[src/rtl/script_token_classifier_unit_defines.svh]
// assertion macros for the script token classifier
// used by script_token_classifier_unit, expects clk and arst_n in scope
`ifndef SCRIPT_TOKEN_CLASSIFIER_UNIT_DEFINES_SVH
`define SCRIPT_TOKEN_CLASSIFIER_UNIT_DEFINES_SVH

// same-cycle implication, checked out of reset
`define STC_ASSERT_IMP(lbl, ante, cons, msg) \
	lbl: assert property (@(posedge clk) disable iff (!arst_n) (ante) |-> (cons)) \
		else $error(msg);

// next-cycle implication, checked out of reset
`define STC_ASSERT_NXT(lbl, ante, cons, msg) \
	lbl: assert property (@(posedge clk) disable iff (!arst_n) (ante) |=> (cons)) \
		else $error(msg);

`endif

[src/rtl/stc_pkg.sv]
// types, codes and character constants of the script token classifier
// no dependencies
`timescale 1ns / 1ps

package stc_pkg;

	typedef enum logic [2:0] {
		M_IDLE,
		M_COMMENT,
		M_STRING,
		M_ESCAPE,
		M_WORD,
		M_NAME
	} mode_t;

	typedef enum logic [2:0] {
		N_START,
		N_SIGN,
		N_INT,
		N_FRAC,
		N_EXP,
		N_EXPDIG,
		N_BAD
	} num_t;

	typedef enum logic [1:0] {
		NK_PLAIN,
		NK_INCLUDE,
		NK_MACRO
	} name_kind_t;

	localparam logic [3:0] K_COMMA     = 4'd0;
	localparam logic [3:0] K_SEMICOLON = 4'd1;
	localparam logic [3:0] K_OPEN      = 4'd2;
	localparam logic [3:0] K_CLOSE     = 4'd3;
	localparam logic [3:0] K_STRING    = 4'd4;
	localparam logic [3:0] K_WORD      = 4'd5;
	localparam logic [3:0] K_INTEGER   = 4'd6;
	localparam logic [3:0] K_REAL      = 4'd7;
	localparam logic [3:0] K_END       = 4'd8;
	localparam logic [3:0] K_INCLUDE   = 4'd9;
	localparam logic [3:0] K_MACRO     = 4'd10;

	localparam logic [2:0] E_NONE       = 3'd0;
	localparam logic [2:0] E_EMPTY_STR  = 3'd1;
	localparam logic [2:0] E_UNFINISHED = 3'd2;
	localparam logic [2:0] E_TOO_LONG   = 3'd3;
	localparam logic [2:0] E_EMPTY_NAME = 3'd4;

	localparam logic [7:0] CH_TAB    = 8'h09;
	localparam logic [7:0] CH_NL     = 8'h0A;
	localparam logic [7:0] CH_VT     = 8'h0B;
	localparam logic [7:0] CH_FF     = 8'h0C;
	localparam logic [7:0] CH_CR     = 8'h0D;
	localparam logic [7:0] CH_SP     = 8'h20;
	localparam logic [7:0] CH_BANG   = 8'h21;
	localparam logic [7:0] CH_QUOTE  = 8'h22;
	localparam logic [7:0] CH_DOLLAR = 8'h24;
	localparam logic [7:0] CH_PLUS   = 8'h2B;
	localparam logic [7:0] CH_COMMA  = 8'h2C;
	localparam logic [7:0] CH_MINUS  = 8'h2D;
	localparam logic [7:0] CH_DOT    = 8'h2E;
	localparam logic [7:0] CH_0      = 8'h30;
	localparam logic [7:0] CH_9      = 8'h39;
	localparam logic [7:0] CH_SEMI   = 8'h3B;
	localparam logic [7:0] CH_AT     = 8'h40;
	localparam logic [7:0] CH_UP_E   = 8'h45;
	localparam logic [7:0] CH_BSLASH = 8'h5C;
	localparam logic [7:0] CH_LO_E   = 8'h65;
	localparam logic [7:0] CH_LBRACE = 8'h7B;
	localparam logic [7:0] CH_RBRACE = 8'h7D;

	typedef struct packed {
		logic [3:0]  kind;
		logic [2:0]  err;
		logic [11:0] len;
		logic [23:0] line;
	} res_t;

	typedef struct packed {
		logic any;
		logic two;
		res_t r0;
		res_t r1;
	} step_t;

	function automatic num_t dfa_next(input num_t s, input logic [7:0] c);
		logic d;
		logic sg;
		num_t r;
		d  = (c >= CH_0) && (c <= CH_9);
		sg = (c == CH_PLUS) || (c == CH_MINUS);
		case (s)
			N_START: begin
				r = sg ? N_SIGN : d ? N_INT : (c == CH_DOT) ? N_FRAC : N_BAD;
			end
			N_SIGN, N_INT: begin
				r = d ? N_INT : (c == CH_DOT) ? N_FRAC : N_BAD;
			end
			N_FRAC: begin
				r = d ? N_FRAC : ((c == CH_LO_E) || (c == CH_UP_E)) ? N_EXP : N_BAD;
			end
			N_EXP: begin
				r = (d || sg) ? N_EXPDIG : N_BAD;
			end
			N_EXPDIG: begin
				r = d ? N_EXPDIG : N_BAD;
			end
			default: begin
				r = N_BAD;
			end
		endcase
		return r;
	endfunction

endpackage

[src/rtl/stc_lex_core.sv]
// lexer state and per-character step logic, up to two results per character
// depends on stc_pkg
`timescale 1ns / 1ps

module stc_lex_core import stc_pkg::*; #(
	parameter int MAX_TOKEN = 2048,
	parameter int LINE_BITS = 24
) (
	input  logic       clk,
	input  logic       arst_n,
	input  logic       en,
	input  logic [7:0] c,
	input  logic       eoi,
	input  logic       cfg_we,
	input  logic       cfg_wdata,
	output step_t      step
);

	localparam int CNT_W = $clog2(MAX_TOKEN + 1);
	localparam logic [CNT_W-1:0] MAXC = CNT_W'(MAX_TOKEN);

	mode_t                mode_q, mode_nx;
	num_t                 num_q, num_nx;
	name_kind_t           name_q, name_nx;
	logic [CNT_W-1:0]     cnt_q, cnt_nx;
	logic                 tl_q, tl_nx;
	logic [LINE_BITS-1:0] line_q;
	logic                 numen_q;
	logic                 inc_line;

	logic [CNT_W+11:0]     cnt_ext;
	logic [LINE_BITS+23:0] line_ext;
	logic [11:0]           len_out;
	logic [23:0]           line_out;
	res_t                  word_res, name_res;
	res_t                  tok, sec;
	logic                  tok_v, sec_v;

	assign cnt_ext  = {12'b0, cnt_q};
	assign line_ext = {24'b0, line_q};
	assign len_out  = cnt_ext[11:0];
	assign line_out = line_ext[23:0];

	always_comb begin
		word_res      = '0;
		word_res.len  = len_out;
		word_res.line = line_out;
		word_res.kind = K_WORD;
		word_res.err  = E_NONE;
		if (tl_q) begin
			word_res.err = E_TOO_LONG;
		end else if (numen_q) begin
			if (num_q == N_INT) begin
				word_res.kind = K_INTEGER;
			end else if (num_q == N_FRAC || num_q == N_EXP || num_q == N_EXPDIG) begin
				word_res.kind = K_REAL;
			end
		end
	end

	always_comb begin
		name_res      = '0;
		name_res.len  = len_out;
		name_res.line = line_out;
		name_res.kind = (name_q == NK_MACRO) ? K_MACRO : K_INCLUDE;
		name_res.err  = (cnt_q == '0) ? E_EMPTY_NAME : tl_q ? E_TOO_LONG : E_NONE;
	end

	always_comb begin
		logic do_idle;
		logic do_append;
		logic track;
		mode_nx   = mode_q;
		num_nx    = num_q;
		cnt_nx    = cnt_q;
		name_nx   = name_q;
		tl_nx     = tl_q;
		inc_line  = 1'b0;
		tok_v     = 1'b0;
		sec_v     = 1'b0;
		tok       = '0;
		sec       = '0;
		do_idle   = 1'b0;
		do_append = 1'b0;
		track     = 1'b0;
		if (eoi) begin
			case (mode_q)
				M_WORD: begin
					tok_v = 1'b1;
					tok   = word_res;
				end
				M_NAME: begin
					tok_v = 1'b1;
					tok   = name_res;
				end
				M_STRING, M_ESCAPE: begin
					tok_v    = 1'b1;
					tok.kind = K_STRING;
					tok.err  = E_UNFINISHED;
					tok.len  = len_out;
				end
				default: begin
				end
			endcase
			mode_nx  = M_IDLE;
			sec_v    = 1'b1;
			sec.kind = K_END;
		end else begin
			case (mode_q)
				M_COMMENT: begin
					if (c == CH_NL) begin
						inc_line = 1'b1;
						mode_nx  = M_IDLE;
					end
				end
				M_STRING: begin
					if (c == CH_QUOTE) begin
						tok_v    = 1'b1;
						tok.kind = K_STRING;
						tok.err  = (cnt_q == '0) ? E_EMPTY_STR : tl_q ? E_TOO_LONG : E_NONE;
						tok.len  = len_out;
						mode_nx  = M_IDLE;
					end else if (c == CH_NL) begin
						tok_v    = 1'b1;
						tok.kind = K_STRING;
						tok.err  = E_UNFINISHED;
						tok.len  = len_out;
						inc_line = 1'b1;
						mode_nx  = M_IDLE;
					end else if (c == CH_BSLASH) begin
						mode_nx = M_ESCAPE;
					end else begin
						do_append = 1'b1;
					end
				end
				M_ESCAPE: begin
					if (c == CH_NL) begin
						tok_v    = 1'b1;
						tok.kind = K_STRING;
						tok.err  = E_UNFINISHED;
						tok.len  = len_out;
						inc_line = 1'b1;
						mode_nx  = M_IDLE;
					end else begin
						do_append = 1'b1;
						mode_nx   = M_STRING;
					end
				end
				M_WORD, M_NAME: begin
					if (c inside {CH_SP, CH_TAB, CH_NL, CH_VT, CH_FF, CH_CR,
					              CH_COMMA, CH_SEMI, CH_LBRACE, CH_RBRACE}) begin
						tok_v   = 1'b1;
						tok     = (mode_q == M_WORD) ? word_res : name_res;
						mode_nx = M_IDLE;
						do_idle = 1'b1;
					end else begin
						do_append = 1'b1;
						track     = (mode_q == M_WORD);
					end
				end
				default: begin
					mode_nx = M_IDLE;
					do_idle = 1'b1;
				end
			endcase
			if (do_append) begin
				if (cnt_q < MAXC) begin
					cnt_nx = CNT_W'(cnt_q + 1'b1);
					if (track) begin
						num_nx = dfa_next(num_q, c);
					end
				end else begin
					tl_nx = 1'b1;
				end
			end
			if (do_idle) begin
				case (c)
					CH_NL: begin
						inc_line = 1'b1;
					end
					CH_SP, CH_TAB, CH_VT, CH_FF, CH_CR: begin
					end
					CH_BANG: begin
						mode_nx = M_COMMENT;
					end
					CH_COMMA: begin
						sec_v    = 1'b1;
						sec.kind = K_COMMA;
						sec.len  = 12'd1;
					end
					CH_SEMI: begin
						sec_v    = 1'b1;
						sec.kind = K_SEMICOLON;
						sec.len  = 12'd1;
					end
					CH_LBRACE: begin
						sec_v    = 1'b1;
						sec.kind = K_OPEN;
						sec.len  = 12'd1;
					end
					CH_RBRACE: begin
						sec_v    = 1'b1;
						sec.kind = K_CLOSE;
						sec.len  = 12'd1;
					end
					CH_QUOTE: begin
						mode_nx = M_STRING;
						name_nx = NK_PLAIN;
						cnt_nx  = '0;
						num_nx  = N_START;
						tl_nx   = 1'b0;
					end
					CH_AT: begin
						mode_nx = M_NAME;
						name_nx = NK_INCLUDE;
						cnt_nx  = '0;
						num_nx  = N_START;
						tl_nx   = 1'b0;
					end
					CH_DOLLAR: begin
						mode_nx = M_NAME;
						name_nx = NK_MACRO;
						cnt_nx  = '0;
						num_nx  = N_START;
						tl_nx   = 1'b0;
					end
					default: begin
						mode_nx = M_WORD;
						name_nx = NK_PLAIN;
						cnt_nx  = CNT_W'(1);
						num_nx  = dfa_next(N_START, c);
						tl_nx   = 1'b0;
					end
				endcase
			end
		end
		tok.line = line_out;
		sec.line = line_out;
	end

	assign step.any = en && (tok_v || sec_v);
	assign step.two = tok_v && sec_v;
	assign step.r0  = tok_v ? tok : sec;
	assign step.r1  = sec;

	always_ff @(posedge clk or negedge arst_n) begin
		if (!arst_n) begin
			mode_q  <= M_IDLE;
			num_q   <= N_START;
			name_q  <= NK_PLAIN;
			cnt_q   <= '0;
			tl_q    <= 1'b0;
			line_q  <= LINE_BITS'(1);
			numen_q <= 1'b1;
		end else begin
			if (en) begin
				mode_q <= mode_nx;
				num_q  <= num_nx;
				name_q <= name_nx;
				cnt_q  <= cnt_nx;
				tl_q   <= tl_nx;
				if (inc_line && (line_q != '1)) begin
					line_q <= LINE_BITS'(line_q + 1'b1);
				end
			end
			if (cfg_we) begin
				numen_q <= cfg_wdata;
			end
		end
	end

endmodule

[src/rtl/script_token_classifier_unit.sv]
// script token classifier: byte stream in, one token request per result out
// input register, stc_lex_core step logic and a two-slot result register
// depends on stc_pkg, stc_lex_core and script_token_classifier_unit_defines.svh
//
// usage
//   s_tdata carries one character per request; s_tlast marks end of input,
//   which closes a pending token and adds an end token (kind 8).
//   each character yields zero, one or two result requests on the m_ side;
//   m_tlast flags the last result caused by that character.
//   cfg_we/cfg_wdata write numbers_enabled (reset 1); write only while idle.
// data path and throughput
//   a character is held in the input register, then its results are loaded
//   into the result register that drives m_tvalid. one character per cycle
//   while m_tready is high; a character with two results holds the result
//   register until both are taken, which sets the rate for such characters.
// reset
//   arst_n clears all control state; line count restarts at one, lexer idle.
// stall
//   while m_tready is low the result register holds, the input register
//   fills, and s_tready drops once both are occupied. nothing is dropped.
`timescale 1ns / 1ps
`include "script_token_classifier_unit_defines.svh"

module script_token_classifier_unit import stc_pkg::*; #(
	parameter int MAX_TOKEN = 2048,
	parameter int LINE_BITS = 24
) (
	input  logic        clk,
	input  logic        arst_n,
	input  logic        s_tvalid,
	output logic        s_tready,
	input  logic [7:0]  s_tdata,   // byte_in
	input  logic        s_tlast,   // end_of_input
	output logic        m_tvalid,
	input  logic        m_tready,
	output logic [39:0] m_tdata,   // error_code, token_length, line count, zero pad
	output logic [3:0]  m_tuser,   // token_kind
	output logic        m_tlast,   // last_result
	input  logic        cfg_we,
	input  logic        cfg_wdata
);

	logic       valid_s1;
	logic [7:0] byte_s1;
	logic       eoi_s1;

	logic  pv_q;
	logic  sel_q;
	logic  two_q;
	res_t  r0_q;
	res_t  r1_q;
	res_t  cur;
	step_t step;

	logic drain_done;
	logic pair_free;
	logic adv;

	assign drain_done = pv_q && m_tready && (sel_q || !two_q);
	assign pair_free  = !pv_q || drain_done;
	assign adv        = valid_s1 && pair_free;
	assign s_tready   = !valid_s1 || adv;

	stc_lex_core #(
		.MAX_TOKEN (MAX_TOKEN),
		.LINE_BITS (LINE_BITS)
	) u_core (
		.clk       (clk),
		.arst_n    (arst_n),
		.en        (adv),
		.c         (byte_s1),
		.eoi       (eoi_s1),
		.cfg_we    (cfg_we),
		.cfg_wdata (cfg_wdata),
		.step      (step)
	);

	// input register
	always_ff @(posedge clk or negedge arst_n) begin
		if (!arst_n) begin
			valid_s1 <= 1'b0;
		end else if (s_tready) begin
			valid_s1 <= s_tvalid;
		end
	end

	always_ff @(posedge clk) begin
		if (s_tvalid && s_tready) begin
			byte_s1 <= s_tdata;
			eoi_s1  <= s_tlast;
		end
	end

	// result register, two slots
	always_ff @(posedge clk or negedge arst_n) begin
		if (!arst_n) begin
			pv_q  <= 1'b0;
			sel_q <= 1'b0;
			two_q <= 1'b0;
		end else if (adv && step.any) begin
			pv_q  <= 1'b1;
			sel_q <= 1'b0;
			two_q <= step.two;
		end else if (drain_done) begin
			pv_q  <= 1'b0;
			sel_q <= 1'b0;
		end else if (pv_q && m_tready) begin
			sel_q <= 1'b1;
		end
	end

	always_ff @(posedge clk) begin
		if (adv && step.any) begin
			r0_q <= step.r0;
			r1_q <= step.r1;
		end
	end

	assign cur      = sel_q ? r1_q : r0_q;
	assign m_tvalid = pv_q;
	assign m_tdata  = {1'b0, cur.line, cur.len, cur.err};
	assign m_tuser  = cur.kind;
	assign m_tlast  = sel_q || !two_q;

	`STC_ASSERT_IMP(a_sel_needs_two, pv_q && sel_q, two_q, "second slot without pair")
	`STC_ASSERT_NXT(a_second_kept, pv_q && m_tready && two_q && !sel_q, pv_q && sel_q, "lost")
	`STC_ASSERT_NXT(a_load_shows, adv && step.any, pv_q && !sel_q, "loaded result not shown")
	`STC_ASSERT_IMP(a_end_shape, m_tvalid && m_tuser == K_END, m_tdata[14:0] == '0 && m_tlast, "end")

endmodule
[config.mk]
export PLATFORM = sky130hd
export DESIGN_NAME = script_token_classifier_unit
export DESIGN_NICKNAME = d
export VERILOG_FILES = /design/src/rtl/stc_pkg.sv /design/src/rtl/stc_lex_core.sv /design/src/rtl/script_token_classifier_unit.sv
export VERILOG_INCLUDE_DIRS = /design/src /design/src/rtl
export SDC_FILE = /design/constraint.sdc
export NUM_CORES = 1
export LEC_CHECK = 0
export BUFFER_PORTS_ARGS = -buffer_cell sky130_fd_sc_hd__buf_2
export CORE_MARGIN = 2
export CORE_UTILIZATION = 45
export DETAILED_ROUTE_END_ITERATION = 8
export PLACE_DENSITY = 0.67
export REMOVE_ABC_BUFFERS = 1
export SYNTH_ARGS = -nofsm -noshare
export SYNTH_HDL_FRONTEND = slang
export SYNTH_SLANG_ARGS = --single-unit
[constraint.sdc]
create_clock -name clk -period 5.7 [get_ports clk]
set_input_delay 0.57 -clock clk [delete_from_list [all_inputs] [get_ports clk]]
set_output_delay 0.57 -clock clk [all_outputs]
set_load 0.01 [all_outputs]
# Yosys cells after proc, flatten, opt, wreduce, memory -nomap -nowiden
# Cells that the tools add are included.
# W data, S select, Z words.
[word_totals]
ff_bits = 142
wordCells = 187
[classes]
addsub = 2
order_cmp = 3
eq_ne = 32
n_mux = 88
bitwise_logic = 2
n_reduce_logical = 40
[ops]
columns = ["operator", "count"]
rows = [
  ["$mux W43", 5],
  ["$pmux W19 S3", 2],
  ["$eq A8 B6 Y1 const B", 9],
  ["$mux W12", 5],
  ["$eq A8 B7 Y1 const B", 6],
  ["$mux W24", 2],
  ["$mux W3", 16],
  ["$eq A8 B4 Y1 const B", 5],
  ["$mux W1", 32],
  ["$add A24 B1 Y24 const B", 1],
  ["$ne A24 B24 Y1 const B", 1],
  ["$pmux W12 S2", 1],
  ["$pmux W3 S4", 2],
  ["$mux W4", 5],
  ["$mux W19", 1],
  ["$mux W18", 1],
  ["$mux W2", 8],
  ["$pmux W3 S5", 1],
  ["$add A12 B1 Y12 const B", 1],
  ["$eq A3 B2 Y1 const B", 4],
  ["$eq A3 B3 Y1 const B", 4],
  ["$logic_not A12 Y1", 1],
  ["$lt A12 B12 Y1 const B", 1],
  ["$pmux W2 S3", 2],
  ["other kinds (22)", 51],
]

# Longest topological paths before layout
# Gate-level depths: netlist of run 1.
[depth]
ltp_word = 12
ltp_mapped = 9
ltp_nobuf = 8

# By module
# From an unflattened synthesis of run 1, not the netlist that was laid out.
[unflattened]
cells_unflattened = 617
hier_area_um2 = 7427.1
[by_module_without_submodules]
columns = ["mod", "instances", "cells_each", "area_per_inst_um2", "seq_area_each_um2"]
rows = [
  ["stc_lex_core", 1, 450, 3802.4, 1153.6],
  ["script_token_classifier_unit", 1, 167, 3624.7, 2952.8],
]

# Least setup slack after synthesis of run 1
# No wires, ideal clock.
[synth_timing]
path_type = "register to register"
from = "register byte_s1[6]"
to = "register r0_q[0] in the netlist's numbering, enable pin"
arrival_time_ns = 4.316
required_time_ns = 5.216
setup_slack_ns = 0.900
stages_incl_launch_ff = 7
path_cell_list = "edfxtp_1 > clkbuf_1 > or3_1 > nor3_1 > o21ai_0 > o21a_1 > a31oi_1"
[synth_between]
elab_chain_len = 10
word_cells_on_any_way = 26
classes_between = "11 x eq/ne; 10 x mux; 5 x reduce/logical"
[synth_rtl]
columns = ["item", "line", "text"]
rows = [
  ["from (decl)", "script_token_classifier_unit.sv:44", "logic [7:0] byte_s1;"],
  ["from (signal assigned)", "script_token_classifier_unit.sv:89", "byte_s1 <= s_tdata;"],
  ["$eq A8 B6 Y1, or another cell as far along", "stc_lex_core.sv:150", "if (c inside {CH_SP, CH_TAB, CH_NL, CH_VT, CH_FF, CH_CR,"],
  ["$reduce_bool A10 Y1", "stc_lex_core.sv:150", ""],
  ["$mux W1", "stc_lex_core.sv:150", ""],
  ["$pmux W1 S2", "stc_lex_core.sv:109", "case (mode_q)"],
  ["$mux W1", "stc_lex_core.sv:86", "if (eoi) begin"],
  ["$mux W1", "stc_lex_core.sv:176", "if (do_idle) begin"],
  ["$mux W1", "stc_lex_core.sv:86", ""],
  ["$logic_or A1 B1 Y1 (*)", "stc_lex_core.sv:241", "assign step.any = en && (tok_v || sec_v);"],
  ["$logic_and A1 B1 Y1 (*)", "stc_lex_core.sv:241", ""],
  ["$logic_and A1 B1 Y1 (*)", "script_token_classifier_unit.sv:113", "if (adv && step.any) begin"],
  ["to (signal assigned)", "script_token_classifier_unit.sv:114", "r0_q <= step.r0;"],
  ["to (decl)", "script_token_classifier_unit.sv:50", "res_t r0_q;"],
]
# Mark *: on every way between the ends. The rest lies on a longest branch, timed or not. The select of a mux whose other input is x is not followed.
# A chain may end at the register's enable or synchronous reset.

# Worst setup path after layout of run 1
[layout_timing]
from = "register byte_s1[2]"
to = "register r0_q[11] in the netlist's numbering, enable pin"
# The elaborated chain is that of the path after synthesis.

==> results.md, run 1 <==
- The met3 routing resource usage after global routing is 0.0319.
- The number of antenna violations at the first check in global routing is 0.
- The number of standard-cell rows in the floorplan is 40.
- For the pin with the worst max-slew slack, the measured transition is 1030 ps.
- After detailed routing, the average wire length per cell comes to 16.1 um.
- By area the synthesized netlist is led by sky130_fd_sc_hd__edfxtp_1 (30%), sky130_fd_sc_hd__dfrtp_1 (21%), sky130_fd_sc_hd__buf_4 (3.5%).
- In this run the remaining antenna-violating nets after routing total 0.
- The number of buffers inserted during clock tree synthesis is 9.
- By instance count, the leading cell after synthesis is sky130_fd_sc_hd__edfxtp_1.
- In this run the mean area of a mapped cell was 10.5 um^2.
- Hold repair after CTS inserted 0 buffers.
- The buffer depth of the longest clock path is 2.
- Counting flops with a built-in enable in the synthesized netlist gives 56.
- Measured along the y axis, the die boundary spans ~120 um.
- After technology mapping, the gate count stands at 533.
- 0 antenna diodes ended up in the layout.
- The leading area contributor after synthesis is sky130_fd_sc_hd__edfxtp_1.
- The share of the core filled with cells in the final layout is 0.506.
- The worst relative slew slack is 0.303.
- In this run the power spent charging and discharging nets is 0.000823 W.
- Setup repair after global routing left no endpoint under its margin.
- The core region is 12100 um^2.
- The total of endpoints with negative setup slack in the final report is 0.
- The final routed DRC violation total is 0.
- The max capacitance violation total is 0.
- The tree is rooted in a sky130_fd_sc_hd__clkbuf_16.
- The share of cells above drive strength 1 is 0.164.
- The count of cell types in the netlist is 66.
- The final sum of negative setup slack is 0 ps.
- The count of buffers added on input and output ports is 60.
- After synthesis, the share of flip-flops with an asynchronous set or reset is 0.472.
- Compared with the post-synthesis result, the final layout area differs by 8.82%.
- The placement-stage cell area is between 5000 and 6000 um^2.
- The initial cell density of the core is 0.465.
- The global routing met1 resource utilization is 0.245.
- The first-pass GRT wire length is roughly 19000 um.
- The deepest level of the CTS H-tree is 3.
- The clock period minus worst slack is roughly 3500 ps.
- The summed instance area of the synthesized netlist is 5610 um^2.
- The internal portion of the total power is 0.00149 W.
- The number of setup buffers added after CTS is 0.
- The full die area is 13400 um^2.
- The worst hold-check slack is between 300 and 400 ps.
- The number of slew-limit violations in the final report came to 0.
- The sequential area share after synthesis is 0.524.
- In this run the worst path has a maximum fanout of 28.
- Entering global routing, the biggest net connects 51 pins.
- The Yosys step of the flow raised 0 warnings.
- The clock net in this run drives a total of 106 sinks.
- The clock-pin slew of the registers on the worst-case setup and hold paths is approximately 70 ps.
- The remaining global-route overflow is 0.
- For the worst flop-to-flop path, the logic depth is 6.
- The run finished with clean final reports.
- The first-iteration detailed-routing DRC count is 348.
- The setup slack on the worst flop-to-flop path is about 2200 ps.
- The weighted congestion at the end of routability-driven global placement is around 0.86.
- The switching share of power is 0.355.
- The share of total power dissipated in the clock network is 0.245.
- For this design the ratio of total power to cell area is 380 nW/um^2.
- The half-perimeter wire length of the detailed placement result is 8470 um.
- Across every metal layer, demand over resource in global routing totals 0.185.
- In the finished design, the share of the clock period the worst path needs comes to 0.607.
- The end of the worst register-to-register path is r0_q[11]$_DFFE_PP_.
- After the last flow step, the layout net total stands at 577.
- The synthesized design contains around 110 register bits.
- Among all flip-flop cells after synthesis, the most frequent one is sky130_fd_sc_hd__edfxtp_1.
- In this run the most used layer during global routing was met2.
- Using the TritonRoute via totals, the vias-per-cell ratio works out to 5.60.
- In the synthesized netlist, the cells that appear most often are sky130_fd_sc_hd__edfxtp_1 (56), sky130_fd_sc_hd__dfrtp_1 (48), sky130_fd_sc_hd__nor2_1 (37), sky130_fd_sc_hd__nand2_1 (35), sky130_fd_sc_hd__buf_4 (26).
- The leakage power is between 2 and 2.5 nW.
- The area share of the leading cell type in the synthesized netlist is 0.300.
- The cell area after layout is 6100 um^2.
- The aggregate routed wire length is 11700 um.
- The global-route track usage on met2 is 0.301.
- TritonCTS built the clock tree.
- At the worst endpoint, the arrival time is 3500 ps.
- The min-delay analysis places its worst path in the category input pin to asynchronous set/reset pin.
- The first TritonRoute pass finished after 5 iterations.
- Of the total power, combinational logic draws 0.295.
- IR analysis of the VDD net gives a maximum drop of 151 uV.
- The hold violation total from the final report came to 0.
- The worst clock skew on the final layout is 9.07 ps.
- The total of cells resized after clock tree synthesis is 0.
- The die is 116 um wide.
- The kind of end point of the critical path is a register.
- At the worst endpoint, the required time is 5740 ps.
- The total I/O pin count is just over 60.
- The share of total power dissipated in sequential elements is 0.460.
- In this run the critical register-to-register path is launched from byte_s1[2]$_DFFE_PP_.
- The path type of the worst setup path is register to register.
- Clock latency on the worst-skew pair, taken at its later pin, is 350 ps.
- The kind of launch point of the worst setup path is a register.
- Across all layers, the routed design uses 4086 vias.
- The via count of the first global-routing pass came to 3813.
- Derived from the worst setup path, the maximum achievable clock frequency is 289 MHz.
==> metal layers <==
layer,part of all wire,vias up
met1,0.45,1952
met2,0.48,126
li1,-,1990
met5,0,-
met3,0.049,18
met4,0.021,0
==> flip-flops by register name (all words and copies together) (netlist names) <==
name             cells
byte_s1              8
eoi_s1               1
m_tvalid             1
r0_q                43
r1_q                 4
sel_q                1
two_q                1
u_core.cnt_q        12
u_core.line_out     24
u_core.mode_q        3
u_core.name_q        2
u_core.num_q         3
u_core.numen_q       1
u_core.tl_q          1
valid_s1             1
==> worst max-delay path: stages (launching register included) <==
cell and delay [ps]:
sky130_fd_sc_hd__edfxtp_1 640, sky130_fd_sc_hd__nand2b_1 320, sky130_fd_sc_hd__nor3_1 400, sky130_fd_sc_hd__o21ai_0 290, sky130_fd_sc_hd__o21a_1 320, sky130_fd_sc_hd__a31oi_4 760, sky130_fd_sc_hd__buf_4 410
==> layout by cell type (no fill, tap or decap), types with 11 or more instances in the layout <==
cell type,instances
sky130_fd_sc_hd__nand3_1,17
sky130_fd_sc_hd__xnor2_1,16
sky130_fd_sc_hd__nor2b_1,23
sky130_fd_sc_hd__nor2_1,37
sky130_fd_sc_hd__inv_1,19
sky130_fd_sc_hd__nand2_1,35
sky130_fd_sc_hd__a21oi_1,21
sky130_fd_sc_hd__and2_1,15
sky130_fd_sc_hd__nor3_1,20
sky130_fd_sc_hd__buf_2,60
sky130_fd_sc_hd__edfxtp_1,56
sky130_fd_sc_hd__o21ai_0,18
sky130_fd_sc_hd__dfrtp_1,48
sky130_fd_sc_hd__o31ai_1,11
==> kinds of logic after synthesis <==
kind of cell / synth area share
and+or+nand+nor: 0.208
AOI/OAI and AO/OA: 0.135
DFF: 0.524
buffers and inverters: 0.0683
xor gates and xnor gates: 0.0391
muxes: 0.0138
adders and majority gates: 0.0112
other: 0.000669
==> power groups by stage <==
stage          sequential [W]  combinational [W]  clock (W)
6_report              0.00106           0.000684   0.000567
5_1_grt               0.00108           0.000761   0.000602
4_1_cts               0.00106           0.000688   0.000574
3_5_place_dp          0.00108           0.000686          0
3_3_place_gp          0.00108           0.000678          0
2_1_floorplan         0.00106           0.000453          0
==> worst max path at each step <==
| stage | from | cells past startpoint | to |
|---|---|---|---|
| 6_report | byte_s1[2]$_DFFE_PP_ | 6 | r0_q[11]$_DFFE_PP_ |
| 2_1_floorplan | byte_s1[2]$_DFFE_PP_ | 5 | r0_q[0]$_DFFE_PP_ |
| 5_1_grt | byte_s1[2]$_DFFE_PP_ | 6 | r0_q[18]$_DFFE_PP_ |
| 3_3_place_gp | byte_s1[2]$_DFFE_PP_ | 6 | r0_q[11]$_DFFE_PP_ |
| 3_5_place_dp | byte_s1[2]$_DFFE_PP_ | 6 | r0_q[9]$_DFFE_PP_ |
| 4_1_cts | byte_s1[2]$_DFFE_PP_ | 6 | r0_q[18]$_DFFE_PP_ |
==> final cells by class <==
cell class / instances / area (um^2)
Tap cell: 168 / 210
Inverter: 19 / 71.3
Sequential cell: 106 / 2940
Clock buffer: 11 / 233
Clock inverter: 5 / 32.5
Multi-Input combinational cell: 359 / 2300
Fill cell: 1064 / 5960
Timing Repair Buffer: 62 / 315
==> stage by stage <==
step	setup WS, ps	total power [W]	cells
finish	2240	0.00232	730
global route	1950	0.00245	730
CTS	2230	0.00233	730
detailed placement	2260	0.00176	714
global placement	2280	0.00176	714
floorplan	921	0.00152	484
Note: power is estimated with default switching activity, not from simulation.
==> run 2, diff against run 1 <==
--- a/config.mk
+++ b/config.mk
@@ -6,6 +6,7 @@
 export SDC_FILE = /design/constraint.sdc
 export NUM_CORES = 1
 export LEC_CHECK = 0
+export ABC_AREA = 1
 export BUFFER_PORTS_ARGS = -buffer_cell sky130_fd_sc_hd__buf_2
 export CORE_MARGIN = 2
 export CORE_UTILIZATION = 45
==> constraint.sdc (replaced) <==
create_clock -name clk -period 3.5 [get_ports clk]
set_input_delay 0.35 -clock clk [delete_from_list [all_inputs] [get_ports clk]]
set_output_delay 0.35 -clock clk [all_outputs]
set_load 0.01 [all_outputs]
==> run 2 against run 1 <==
Synthesized cell count grew 38%; the flow now finishes with violations (negative hold slack); flip-flop and latch count is the same; maximum frequency grew 12%; area after synthesis grew 9.7%; cell count grew 31%; largest cell class unchanged; clock power grew 82%.
==> results.md, run 2 <==
- Leaving out fill and tap cells, the most frequent cells in the layout are sky130_fd_sc_hd__nand2_1 (177), sky130_fd_sc_hd__inv_1 (85), sky130_fd_sc_hd__nor2_1 (72), sky130_fd_sc_hd__buf_2 (60), sky130_fd_sc_hd__edfxtp_1 (56).
- The clock sink count is 106.
- The final sum of negative setup slack is 0 ps.
- In this run, synthesis produced a sequential element count of 106.
- The clock period minus worst slack is between 3000 and 4000 ps.
- The floorplan has 42 rows.
- The detail route stage leaves a number of antenna-violating nets equal to 0.
- The required time of the worst setup path is 3590 ps.
- The hold violation total from the final report is 3.
- The number of slew-limit violations in the final report is 0.
- The area occupied by registers is 2940 um^2.
- The first-pass iteration count of the detailed router is 6.
- The kind of end point of the critical path is a register.
- The least setup slack across all paths after layout is 417 ps.
- The H-tree was split into 3 levels.
- Clock-pin slew was measured on the worst setup and hold paths at approximately 70 ps.
- The most flop-heavy register is r0_q.
- The flow ran to the end, but the final reports show violations.
- The worst supply voltage drop on vdd is 299 uV.
- Prior to clock tree synthesis, the placed netlist has a worst setup slack of 399 ps.
- Counting instances in the post-synthesis netlist gives the leading cell types as sky130_fd_sc_hd__nand2_1 (177), sky130_fd_sc_hd__inv_1 (86), sky130_fd_sc_hd__nor2_1 (72), sky130_fd_sc_hd__edfxtp_1 (56), sky130_fd_sc_hd__dfrtp_1 (48).
- The fraction of registers with async set or reset after synthesis is 0.472.
- The summed instance area of the synthesized netlist is 6150 um^2.
- The post-CTS setup-driven buffer insertion count is 0.
- The library cell used most frequently in the layout, excluding fill and tap cells, is sky130_fd_sc_hd__nand2_1.
- The number of antenna repair diodes is 0.
- For the worst setup path, the data arrival time is 3170 ps.
- The final reports fail on negative hold slack.
- STA classifies the critical path startpoint as a register.
- Traced cell by cell, the critical path runs through nand2_1, nor2_1, nand2_2, nand2_4, nor2_8, nand2_8, nand2_8, nand3_4, nand2_4, nand3_2, nand2_2, clkinv_1, buf_12.
- The share of cells above drive strength 1 is 0.193.
- Buffers inserted to repair hold after CTS numbered 0.
- The multi-input gate area in the final layout is 2590 um^2.
- The worst hold path belongs to the class input pin to asynchronous set/reset pin.
- Tracing the worst setup path back leads to its startpoint at byte_s1[3]$_DFFE_PP_.
- For this run, the top clock speed supported by timing is between 300 and 400 MHz.
- The net count of the finished layout is 794.
- The main flop type after synthesis is sky130_fd_sc_hd__edfxtp_1.
- The analysis attributes to cell leakage a power of 3.09 nW.
- Counting along the longest clock path gives a buffer depth of 2.
- Setup violations remaining at the end of the flow were counted as 0.
- Compared with the post-synthesis result, the final layout area differs by 10.3%.
- Ranked by total cell area, the synthesized netlist is headed by sky130_fd_sc_hd__edfxtp_1 (27%), sky130_fd_sc_hd__dfrtp_1 (20%), sky130_fd_sc_hd__nand2_1 (11%).
- The combined buffer and inverter count along the critical path is 2.
- From bottom edge to top edge, the die measures 121 um.
- The number of buffers inserted during clock tree synthesis is 9.
- The first-pass GRT wire length is 22800 um.
- The pin count of the biggest net entering global routing is 30.
- The count of synthesis-stage warnings from yosys is 0.
- The weighted congestion at the end of routability-driven global placement is 0.966.
- The delay of the slowest cell on the worst path is 600 ps.
- The largest delay contributor family on the critical path is simple AND/OR/NAND/NOR gates.
- For the worst-skew pair, the clock arrives at the later sink with an insertion delay of between 300 and 400 ps.
- The half-perimeter wire length of the detailed placement result is 10300 um.
- The TritonCTS clock tree is done.
- Measured against its own limit, the worst slew margin works out to 0.497.
- Dividing the detail-routed wire length by the instance count gives 14.2 um.
- The remaining global-route overflow is 0.
- At the pin with the least slew margin, the transition time is about 750 ps.
- Max-cap violations in this run came to 0.
- After the first detailed-routing iteration, the DRC count stood at 491.
- The path type of the worst setup path is register to register.
- The flip-flop count of the largest register, all copies and words added is 43.
- Measured in cells, the most critical reg-to-reg path has a length of 13.
- The final routed DRC violation total is 0.
- The count of flip-flops with a built-in enable after synthesis is 56.
- The setup slack on the worst flop-to-flop path is between 400 and 500 ps.
- The leading area contributor after synthesis is sky130_fd_sc_hd__edfxtp_1.
- The number of antenna violations at the first check in global routing is 0.
- In this run the count of I/O pins placed on the die edge is 62.
- For this design the ratio of total power to cell area is 664 nW/um^2.
- The tightest hold path in the finished design has a slack of -3.20 ps.
- The global-route usage over all layers is 0.197.
- Setup repair after global routing left no endpoint under its margin.
- The area share of the leading cell type in the synthesized netlist is 0.273.
- The sequential area share after synthesis is 0.477.
- Dividing the detail-routed via count by the number of cells gives 5.16.
- After synthesis, the mean cell area works out to 8.39 um^2.
- The x dimension of the die is 121 um.
- The total core area is 13300 um^2.
- The post-route clock period utilization is 0.881.
- For this design, the slowest cell found on the critical path is sky130_fd_sc_hd__clkinv_1.
- The worst register-to-register path ends at r0_q[34]$_SDFFCE_PP0P_.
- Synthesis produced a netlist whose cell count is approximately 730.
- The full die area is 14600 um^2.
- The number of port buffers is 60.
- The library cell with the highest instance count after synthesis is sky130_fd_sc_hd__nand2_1.
- For this block, the routed nets add up to ~14000 um of wire.
- The CTS root buffer is sky130_fd_sc_hd__clkbuf_16.
- Counting the fill cells in the layout gives between 1000 and 1500.
- The via count is 4931.
- The initial utilization of the core area, before any placement, comes to 0.463.
- In this run, post-CTS repair resized a total of 0 instances.
- The highest net fanout along the worst path is 29.
- Between clock sinks in the finished design, the worst skew comes to slightly below 6 ps.
- Counting distinct cell types in the post-synthesis netlist gives 48.
- The startpoint of the lowest-slack register-to-register path is byte_s1[3]$_DFFE_PP_.
- The via count of the first global-routing pass is between 4000 and 5000.
==> run 2: cell count changes in the layout (fill, tap and decap cells not counted), sizes merged, moves of 9 or more <==
cell and change:
nand2b -9, o31ai -10, and2 -15, or4 -10
nor2 +51, nand3 +32, nand2 +163, o21ai +15
inv +85, nor2b -23
==> run 2: worst max path at each step <==
stage | endpoint | slack, ps | cells past startpoint
2_1_floorplan | r0_q[0]$_DFFE_PP_ | 660 | 13
3_3_place_gp | r0_q[25]$_SDFFCE_PP0P_ | 560 | 13
3_5_place_dp | r0_q[28]$_SDFFCE_PP0P_ | 400 | 13
4_1_cts | r0_q[34]$_SDFFCE_PP0P_ | 370 | 13
5_1_grt | r0_q[34]$_SDFFCE_PP0P_ | 230 | 13
6_report | r0_q[34]$_SDFFCE_PP0P_ | 420 | 13
==> run 2: logic make-up (layout without fill, tap and decap cells) <==
| logic type | count (synthesis) | in the layout | synth area share |
|---|---|---|---|
| DFF | 106 | 106 | 0.477 |
| buffers and inverters | 138 | 184 | 0.102 |
| AOI/OAI and AO/OA | 68 | 68 | 0.0627 |
| other | 1 | 1 | 0.000610 |
| xor gates and xnor gates | 26 | 26 | 0.0370 |
| and+or+nand+nor | 389 | 389 | 0.310 |
| adders and majority gates | 5 | 5 | 0.0102 |
==> run 2: layout make-up <==
| type | instances | area share |
|---|---|---|
| sequential | 106 | 0.433 |
| multi-input combinational | 489 | 0.381 |
| inverter | 103 | 0.0570 |
| timing repair buffer | 65 | 0.0517 |
| clock buffer | 10 | 0.0338 |
| tap | 176 | 0.0325 |
| clock inverter | 6 | 0.0109 |
==> run 2: metal layers <==
layer  GRT usage  wire [um]
met5           0          0
met4      0.0509        121
met3      0.0414        950
met2       0.302       5980
met1       0.283       6500
==> run 2: stage by stage <==
stage | std cells | total power (W) | util | instance area (um^2)
2_1_floorplan | 698 | 0.00295 | - | 5910
3_3_place_gp | 939 | 0.00345 | 0.487 | 6480
3_5_place_dp | 939 | 0.00349 | 0.487 | 6480
4_1_cts | 955 | 0.00453 | 0.510 | 6780
5_1_grt | 955 | 0.00481 | 0.510 | 6780
6_report | 955 | 0.00451 | 0.510 | 6780
==> run 2: worst reg2reg max path, cell delays in order (launching register included) <==
cell	delay, ps
sky130_fd_sc_hd__edfxtp_1	490
sky130_fd_sc_hd__nand2_1	200
sky130_fd_sc_hd__nor2_1	80
sky130_fd_sc_hd__nand2_2	110
sky130_fd_sc_hd__nand2_4	90
sky130_fd_sc_hd__nor2_8	180
sky130_fd_sc_hd__nand2_8	100
sky130_fd_sc_hd__nand2_8	100
sky130_fd_sc_hd__nand3_4	80
sky130_fd_sc_hd__nand2_4	180
sky130_fd_sc_hd__nand3_2	90
sky130_fd_sc_hd__nand2_2	100
sky130_fd_sc_hd__clkinv_1	600
sky130_fd_sc_hd__buf_12	440
==> run 2: power by group <==
group / switching (W) / internal (W)
clock network: 0.000461 / 0.000567
registers: 0.000163 / 0.00164
logic: 0.00115 / 0.000528
total: 0.00177 / 0.00273
